==> config.mk <==
export PLATFORM = sky130hd
export DESIGN_NAME = i2c_master_bit_sequencer
export DESIGN_NICKNAME = d
export VERILOG_FILES = /design/src/sv/i2cms_pkg.sv /design/src/sv/i2cms_step.sv /design/src/sv/i2cms_out_reg.sv /design/src/sv/i2c_master_bit_sequencer.sv
export VERILOG_INCLUDE_DIRS = /design/src /design/src/sv
export SDC_FILE = /design/constraint.sdc
export NUM_CORES = 1
export LEC_CHECK = 0
export ABC_AREA = 1
export BUFFER_PORTS_ARGS = -buffer_cell sky130_fd_sc_hd__buf_4
export CAP_MARGIN = 25
export CORE_ASPECT_RATIO = 0.7
export CORE_MARGIN = 8
export CORE_UTILIZATION = 25
export CTS_BUF_LIST = sky130_fd_sc_hd__clkbuf_2 sky130_fd_sc_hd__clkbuf_4 sky130_fd_sc_hd__clkbuf_8
export DETAILED_ROUTE_END_ITERATION = 12
export PLACE_DENSITY = 0.47
export SETUP_SLACK_MARGIN = 0.1
export SYNTH_ARGS = -nofsm -noshare
export SYNTH_HDL_FRONTEND = slang
export SYNTH_SLANG_ARGS = --single-unit
==> constraint.sdc <==
create_clock -name clk -period 6.15 [get_ports clk]
set_input_delay 0.3075 -clock clk [delete_from_list [all_inputs] [get_ports clk]]
set_output_delay 0.3075 -clock clk [all_outputs]
set_load 0.02 [all_outputs]
==> src/sv/i2c_master_bit_sequencer_macros.svh <==
// Assertion helpers used by the sequencer RTL.
`ifndef I2C_MASTER_BIT_SEQUENCER_MACROS_SVH
`define I2C_MASTER_BIT_SEQUENCER_MACROS_SVH

// Same-cycle implication, sampled on clk, off while arst_n is low.
`define I2CMS_ASSERT_NOW(label, ante, cons, msg) \
	label: assert property (@(posedge clk) disable iff (!arst_n) (ante) |-> (cons)) \
		else $error(msg);

// Next-cycle implication, sampled on clk, off while arst_n is low.
`define I2CMS_ASSERT_NEXT(label, ante, cons, msg) \
	label: assert property (@(posedge clk) disable iff (!arst_n) (ante) |=> (cons)) \
		else $error(msg);

`endif

==> src/sv/i2cms_pkg.sv <==
package i2cms_pkg;

	localparam int DATA_BITS = 8;

	// Command codes; CMD_NONE also marks the idle state
	localparam logic [2:0] CMD_NONE  = 3'd0;
	localparam logic [2:0] CMD_START = 3'd1;
	localparam logic [2:0] CMD_STOP  = 3'd2;
	localparam logic [2:0] CMD_WRITE = 3'd3;
	localparam logic [2:0] CMD_READ  = 3'd4;
	localparam logic [2:0] CMD_SACK  = 3'd5;
	localparam logic [2:0] CMD_RACK  = 3'd6;

	typedef struct packed {
		logic [2:0]           op;
		logic [DATA_BITS-1:0] data_byte;
		logic                 ack_value;
		logic                 sda_in;
	} req_t;

	typedef struct packed {
		logic                 scl_level;
		logic                 sda_level;
		logic                 busy_res;
		logic                 done_res;
		logic [DATA_BITS-1:0] read_data;
		logic                 ack_seen;
		logic                 command_ignored;
	} rsp_t;

	typedef struct packed {
		logic [2:0]           cmd;
		logic [4:0]           phase;
		logic [DATA_BITS-1:0] shreg;
		logic                 scl;
		logic                 sda;
		logic [DATA_BITS-1:0] rx_byte;
		logic                 ack;
	} seq_state_t;

	localparam seq_state_t STATE_RESET = '{
		cmd:     CMD_NONE,
		phase:   5'd0,
		shreg:   '0,
		scl:     1'b1,
		sda:     1'b1,
		rx_byte: '0,
		ack:     1'b1
	};

	// Number of phases of each command
	function automatic logic [4:0] seq_len(input logic [2:0] cmd);
		logic [4:0] len;
		case (cmd)
			CMD_START: len = 5'd4;
			CMD_STOP:  len = 5'd3;
			CMD_WRITE: len = 5'(3 * DATA_BITS);
			CMD_READ:  len = 5'(1 + 2 * DATA_BITS);
			CMD_SACK:  len = 5'd3;
			CMD_RACK:  len = 5'd4;
			default:   len = 5'd0;
		endcase
		return len;
	endfunction

	// Phase divided by three, exact for phases below 32
	function automatic logic [3:0] div3(input logic [4:0] p);
		logic [8:0] prod;
		prod = {4'b0, p} * 9'd11;
		return prod[8:5];
	endfunction

endpackage

==> src/sv/i2cms_step.sv <==
module i2cms_step (
	input  i2cms_pkg::seq_state_t cur,
	input  i2cms_pkg::req_t       req,
	output i2cms_pkg::seq_state_t nxt,
	output i2cms_pkg::rsp_t       res
);
	import i2cms_pkg::*;

	logic       busy;
	logic       done;
	logic       ignored;
	logic [4:0] p;
	logic [3:0] wbit;
	logic [4:0] tri_bit;
	logic [4:0] wsub;
	logic [4:0] rq;
	logic [2:0] rbit;
	logic [4:0] phase_inc;

	always_comb begin
		nxt     = cur;
		busy    = 1'b0;
		done    = 1'b0;
		ignored = 1'b0;

		// Take a new command only when idle
		if (cur.cmd == CMD_NONE) begin
			if (req.op >= CMD_START && req.op <= CMD_RACK) begin
				nxt.cmd   = req.op;
				nxt.phase = 5'd0;
				case (req.op)
					CMD_WRITE: nxt.shreg = req.data_byte;
					CMD_SACK:  nxt.shreg = {{(DATA_BITS-1){1'b0}}, req.ack_value};
					default:   nxt.shreg = '0;
				endcase
			end
		end else if (req.op != CMD_NONE) begin
			ignored = 1'b1;
		end

		p       = nxt.phase;
		wbit    = div3(p);
		tri_bit = {wbit, 1'b0} + {1'b0, wbit};
		wsub    = p - tri_bit;
		rq      = p - 5'd1;
		rbit    = rq[3:1];
		phase_inc = p + 5'd1;

		if (nxt.cmd != CMD_NONE) begin
			case (nxt.cmd)
				CMD_START: begin
					case (p)
						5'd0:    nxt.sda = 1'b1;
						5'd1:    nxt.scl = 1'b1;
						5'd2:    nxt.sda = 1'b0;
						default: nxt.scl = 1'b0;
					endcase
				end
				CMD_STOP: begin
					case (p)
						5'd0:    nxt.sda = 1'b0;
						5'd1:    nxt.scl = 1'b1;
						default: nxt.sda = 1'b1;
					endcase
				end
				CMD_WRITE: begin
					// MSB first: bit index is seven minus the bit count
					case (wsub[1:0])
						2'd0:    nxt.sda = nxt.shreg[~wbit[2:0]];
						2'd1:    nxt.scl = 1'b1;
						default: nxt.scl = 1'b0;
					endcase
				end
				CMD_READ: begin
					if (p == 5'd0) begin
						nxt.sda = 1'b1;
					end else if (!rq[0]) begin
						nxt.scl = 1'b1;
						nxt.shreg[~rbit] = nxt.shreg[~rbit] | req.sda_in;
					end else begin
						nxt.scl = 1'b0;
					end
				end
				CMD_SACK: begin
					case (p)
						5'd0:    nxt.sda = nxt.shreg[0];
						5'd1:    nxt.scl = 1'b1;
						default: nxt.scl = 1'b0;
					endcase
				end
				CMD_RACK: begin
					case (p)
						5'd0:    nxt.sda = 1'b1;
						5'd1:    nxt.scl = 1'b1;
						5'd2:    nxt.ack = req.sda_in;
						default: nxt.scl = 1'b0;
					endcase
				end
				default: ;
			endcase

			if (phase_inc >= seq_len(nxt.cmd)) begin
				if (nxt.cmd == CMD_READ)
					nxt.rx_byte = nxt.shreg;
				done      = 1'b1;
				nxt.cmd   = CMD_NONE;
				nxt.phase = 5'd0;
			end else begin
				busy      = 1'b1;
				nxt.phase = phase_inc;
			end
		end

		res.scl_level       = nxt.scl;
		res.sda_level       = nxt.sda;
		res.busy_res        = busy;
		res.done_res        = done;
		res.read_data       = nxt.rx_byte;
		res.ack_seen        = nxt.ack;
		res.command_ignored = ignored;
	end

endmodule

==> src/sv/i2cms_out_reg.sv <==
module i2cms_out_reg (
	input  logic            clk,
	input  logic            arst_n,
	input  logic            load,
	input  i2cms_pkg::rsp_t din,
	input  logic            rsp_stall,
	output logic            rsp_valid,
	output i2cms_pkg::rsp_t rsp
);
	import i2cms_pkg::*;

	logic valid_q;
	rsp_t data_q;

	always_ff @(posedge clk or negedge arst_n) begin
		if (!arst_n) begin
			valid_q <= 1'b0;
		end else if (load) begin
			valid_q <= 1'b1;
		end else if (!rsp_stall) begin
			valid_q <= 1'b0;
		end
	end

	// Hold the result until taken
	always_ff @(posedge clk) begin
		if (load) begin
			data_q <= din;
		end
	end

	assign rsp_valid = valid_q;
	assign rsp       = data_q;

endmodule

==> src/sv/i2c_master_bit_sequencer.sv <==
// I2C master bit sequencer: every accepted request is one bus-phase tick and
// yields exactly one result in the next cycle, giving the SCL and SDA levels to
// drive for that phase, busy and done flags, the last byte read, the last
// sampled ack and a flag for a command dropped while busy. Start takes 4
// ticks, stop 3, write byte 24, read byte 17, send ack 3, receive ack 4. A
// request is taken every cycle (one tick per clock) as long as the result
// register is free or being emptied in the same cycle; the only limit on rate
// is the consumer's stall on the result side.
module i2c_master_bit_sequencer (
	input  logic            clk,
	input  logic            arst_n,
	input  logic            req_valid,
	output logic            req_stall,
	input  i2cms_pkg::req_t req,
	output logic            rsp_valid,
	input  logic            rsp_stall,
	output i2cms_pkg::rsp_t rsp
);
	import i2cms_pkg::*;

	`include "i2c_master_bit_sequencer_macros.svh"

	seq_state_t state_q;
	seq_state_t state_nxt;
	rsp_t       step_res;
	logic       accept;

	assign req_stall = rsp_valid && rsp_stall;
	assign accept    = req_valid && !req_stall;

	i2cms_step u_step (
		.cur (state_q),
		.req (req),
		.nxt (state_nxt),
		.res (step_res)
	);

	always_ff @(posedge clk or negedge arst_n) begin
		if (!arst_n) begin
			state_q <= STATE_RESET;
		end else if (accept) begin
			state_q <= state_nxt;
		end
	end

	i2cms_out_reg u_out (
		.clk       (clk),
		.arst_n    (arst_n),
		.load      (accept),
		.din       (step_res),
		.rsp_stall (rsp_stall),
		.rsp_valid (rsp_valid),
		.rsp       (rsp)
	);

	`I2CMS_ASSERT_NOW(a_stall_back, rsp_valid && rsp_stall, req_stall, "held result not back-pressured")
	`I2CMS_ASSERT_NOW(a_busy_done, rsp_valid, !(rsp.busy_res && rsp.done_res), "busy and done together")
	`I2CMS_ASSERT_NOW(a_idle_phase, state_q.cmd == CMD_NONE, state_q.phase == 5'd0, "idle with phase")
	`I2CMS_ASSERT_NEXT(a_result, accept, rsp_valid, "accepted request gave no result")

endmodule

### After elaboration in Yosys (flattened, before gate mapping)

Index checks and enable logic that the tools add are counted.

* register bits: 42

* add/sub/neg operators: 4
* multiply operators: 1
* order comparisons: 6
* equality and inequality tests: 12
* mux-type cells: 38
* bitwise gates (word level): 3
* reduce and logical (&&, ||, !) cells: 13

Operators with widths (count)
* 2-to-1 mux 16 bit: 2
* 2-to-1 mux 8 bit: 4
* 2-to-1 mux 27 bit: 1
* case mux 5 bit (4 select lines): 1
* case mux 8 bit (2 select lines): 1
* 2-to-1 mux 1 bit: 15
* == test 3 bit (second input constant): 4
* case mux 2 bit (6 select lines): 1
* 2-to-1 mux 5 bit: 2
* case mux 1 bit (2 select lines): 5
* == test 3 x 2 -> 1 bit (second input constant): 3
* 2-to-1 mux 9 bit: 1
* bitwise mux 8 bit: 1
* less-than comparator 3 x 4 -> 1 bit (second input constant): 2
* multiplier 5 x 4 -> 8 bit (second input constant): 1
* binary-select mux 1 bit (select 3 bit): 2
* >= comparator 3 x 1 -> 1 bit (second input constant): 2
* inverter 3 bit: 2
* nonzero test 3 bit: 2
* OR reduction 2 bit: 3
* adder 5 x 1 -> 5 bit (second input constant): 1
* == test 5 x 1 -> 1 bit (second input constant): 1
* == test 5 x 2 -> 1 bit (second input constant): 1
* >= comparator 5 bit: 1
* 15 further kinds: 18

### Depth between registers and ports, before layout

* depth after elaboration: 17
* gate-level depth with buffers: 30
* gate-level depth less buffers: 29

### By module

A second synthesis with hierarchy kept.

* cell total of the unflattened synthesis: 493
* area total of the unflattened synthesis: 3464.6 µm²

By module, submodules not included
* i2cms_step: instances 1, cells an instance 355, area each 1900.6 µm², seq. area each 0.0 µm²
* i2c_master_bit_sequencer: instances 1, cells an instance 120, area each 1107.3 µm², seq. area each 679.4 µm²
* i2cms_out_reg: instances 1, cells an instance 18, area each 456.7 µm², seq. area each 445.4 µm²

### Worst setup path before layout

OpenSTA, ideal clock, no wires.

* path kind: register -> register
* from: register state_q[25] in the netlist's numbering
* to: register u_out.data_q, in the netlist u_out.rsp[12], data pin
* setup time: 0.267 ns
* arrival: 3.515 ns
* setup slack: 2.368 ns
* cell stages (with the launch flop): 28
* path through: dfrtp_1 inv_1 nand2_1 nor2_2 nand3_4 buf_6 nand2_2 inv_2 ha_1 fa_1 ha_1 nand2_1 inv_1 nand2_1 nand3b_1 nand2_1 inv_1 ha_1 inv_1 nand3_1 nand2_1 inv_1 nand3_1 nand3_1 inv_1 nand2_1 nand2_1 nand3_1

RTL lines
* start: declaration: RTL line i2c_master_bit_sequencer.sv:23 `seq_state_t state_q;`
* start signal: assignment: RTL line i2c_master_bit_sequencer.sv:42 `state_q <= state_nxt;`
* end signal: assignment: RTL line i2cms_out_reg.sv:28 `data_q <= din;`
* end: declaration: RTL line i2cms_out_reg.sv:13 `rsp_t data_q;`

==> results by group <==
Detailed routing
  – Vias per cell: 4.38
  – Wl on met1: 5.28 mm
  – Iteration count of the initial detailed-routing pass: 5
  – Top routing layer in use: met4
  – DR WL/cell: 13.1 um
  – Drt total wl: 9.35 mm
  – Vias: 3136
  – Wire length on met2: approximately 3.6 mm
  – DR WL met3: ~400 um
  – Residual DRC: 0
  – Iter 0 DRT Violations: approximately 180
  – Antenna-violating nets left: 0

Run
  – Number of max-cap violations: 0

Critical path
  – Worst setup path category: reg -> reg
  – Required time of the critical path: between 6 and 7 ns
  – Crit path launch type: flip-flop
  – Critical path's most frequent cell: nand2_1
  – Slowest cell on the critical path: fa_1
  – Worst path top cell family by delay: simple AND/OR/NAND/NOR gates
  – CP endpoint kind: flip-flop
  – Bufs and invs on worst path: 7
  – Critical Path AT: 4.28 ns
  – Crit-path max FO: 16
  – CP max stage delay: 0.47 ns

CTS
  – CTS Sinks: 42
  – Post-cts resize count: 0
  – Clock buffer depth: 2
  – # Post-CTS Setup Buffers: 0
  – H-tree levels: 2
  – CTS clk-pin slew, worst paths: 0.08 ns
  – Worst-Skew Late Latency: 0.30 ns
  – CTS tree: yes
  – Root buffer cell: clkbuf_8
  – CTS buffer count: 5

Synthesis
  – Yosys top cell area share: 0.197
  – Synth area leader: nand2_1
  – Seq/Total Area, Yosys: 0.325
  – Mapped Area: 0.00347 mm^2
  – Yosys reg bits: between 40 and 50
  – Syn_nets: roughly 530
  – Unique masters post-synth: 36
  – Mapped Cells: 491
  – Yosys warnings: 0
  – Synth Area per Inst: 7.06 um^2
  – Top cells by area, synth: nand2_1, dfrtp_1, edfxtp_1, nand3_1, ha_1

Timing
  – RSZ-0062 raised after global routing: false
  – Final Slew Violations: 0
  – Clk_skew: 0.00514 ns
  – Max_slew headroom: 0.464
  – Worst-Margin Slew: 0.803 ns
  – Max Freq: 0.236 GHz
  – Crit path time final: 4.23 ns
  – Final setup TNS: 0 ns
  – Tcrit/Tclk final: 0.688
  – Final Hold Vio Count: 0
  – # setup viols final: 0

Die
  – Die Wd: 157 um
  – Initial Utilization: 0.252
  – Rows: 36
  – Core area: 0.0137 mm^2
  – I/O pin count: 33
  – Die height: 115 um
  – Die area: 0.0179 mm^2

Power and ir drop
  – Switching Fraction: 0.534
  – Pwr Total: 2300 uW
  – Sequential power share: 0.212
  – Int Pwr: 1070 uW
  – P per Cell Area: 573 mW/mm^2
  – Leakage: 0.00213 uW
  – Switching power: 1230 uW
  – Logic pwr share: 0.704
  – VDD IR max: 152 uV
  – Clock power frac: 0.084

GRT
  – Initial antenna violation count: 0
  – Largest net degree at the start of global routing: 46
  – First-pass GRT wire length: about 16 mm
  – Total GRT Usage: 0.108
  – Overflow after GRT: 0
  – Vias in the first global route: just under 3000

Cells and area
  – Layout cells sized above 1: 0.167
  – Ant. Diodes: 0
  – Highest-count cells in the layout ignoring fill and taps: nand2_1, nand3_1, inv_1
  – Most common cell after layout, fill and taps aside: nand2_1
  – Area growth from synthesis to layout: 16.0%
  – Final instance area: between 0.004 and 0.005 mm^2
  – Fin cells: just over 700
  – Nets: 567

Placed design
  – GPL Wtd Cong: roughly 0.87
  – PortBufs: 32
  – DP Wirelength: 7.46 mm
  – Placed cells: 707
  – Placed Instance Area: 0.00392 mm^2

Run status
  – Outcome: finished, final reports clean

Hold path
  – HP Class: in -> reg
-- layout make-up --
type                            count  area [um^2]
Clock buffer                        6         82.6
Clock inverter                      2         12.5
Fill cell                        1509         9720
Inverter                           55          206
Multi-Input combinational cell    387         2100
Sequential cell                    42         1120
Tap cell                          190          238
Timing Repair Buffer               34          258
-- kinds of logic (layout without fill, tap and decap cells) --
| kind of cell | after synthesis | count (layout) | share of synthesized area |
|---|---|---|---|
| compound gates | 40 | 40 | 0.0729 |
| xor+xnor | 2 | 2 | 0.00506 |
| fa+ha+maj | 25 | 25 | 0.0924 |
| buf+inv | 62 | 97 | 0.0718 |
| flops | 42 | 42 | 0.325 |
| simple gates | 320 | 320 | 0.433 |
-- layer usage --
layer,GRT usage,up-vias
met5,0,-
met4,0.0172,0
met3,0.0196,4
met2,0.150,62
met1,0.170,1420
li1,-,1650
-- cell usage after synthesis --
cell,count
nand2_1,182
nand3_1,62
inv_1,53
dfrtp_1,25
nor2_1,25
ha_1,24
a21oi_1,14
edfxtp_1,14
o21ai_0,11
nand2_2,9
and2_1,8
o21ai_2,8
or2_2,7
nand2_4,5
clkbuf_1,4
nand4_1,4
dfstp_2,3
nand3b_1,3
nor2_2,3
nor2_4,3
a31oi_1,2
buf_6,2
inv_2,2
nand3_4,2
nor2_8,2
nor3_1,2
or2_1,2
xor2_1,2
a21boi_1,1
a22oi_1,1
buf_2,1
fa_1,1
nand3_2,1
o2111ai_1,1
o211a_1,1
o21bai_2,1
-- final timing paths --
kind	to	slack (ns)	start	cells after the start
max	u_out.rsp[12]	1.92	state_q[25]	26
min	u_out.rsp_valid	0.22	rsp_stall	3
max reg2reg	u_out.rsp[12]	1.92	state_q[25]	26
min reg2reg	state_q[0]	0.48	state_q[0]	2
max in group asynchronous	state_q[10]	5.37	arst_n	2
min in group asynchronous	state_q[8]	0.46	arst_n	2
-- tightest hold or removal path, cell delays in order --
cell and delay, ns:
buf_4 0.07, nand2_1 0.05, nand2_1 0.05
-- through the flow --
stage | worst slack (ns) | utilization | hold slack, ns
after floorplan | 2.37 | - | 0.0119
after global routing | 1.49 | 0.293 | 0.220
final | 1.92 | 0.293 | 0.216
after detailed placement | 1.92 | 0.285 | 0.266
after CTS | 1.92 | 0.293 | 0.200
after global placement | 2.10 | 0.285 | 0.268
-- state kept, by name, summed over array words and instances (netlist names) --
name,flops
u_out.rsp_valid,1
u_out.rsp,14
state_q,27
-- power by group through the flow --
| stage | Clock, uW | Combinational, uW | Sequential, uW |
|---|---|---|---|
| 2_1_floorplan | 0 | 1180 | 534 |
| 3_3_place_gp | 0 | 1590 | 491 |
| 3_5_place_dp | 0 | 1620 | 491 |
| 4_1_cts | 205 | 1630 | 487 |
| 5_1_grt | 213 | 1870 | 502 |
| 6_report | 194 | 1620 | 487 |
-- repair_timing --
item / CTS / global route
endpoints found under the hold margin: 25 / 0
hold buffers: 1 / 0
endpoints found under the setup margin: 0 / 0
Note: power is estimated with default switching activity, not from simulation.
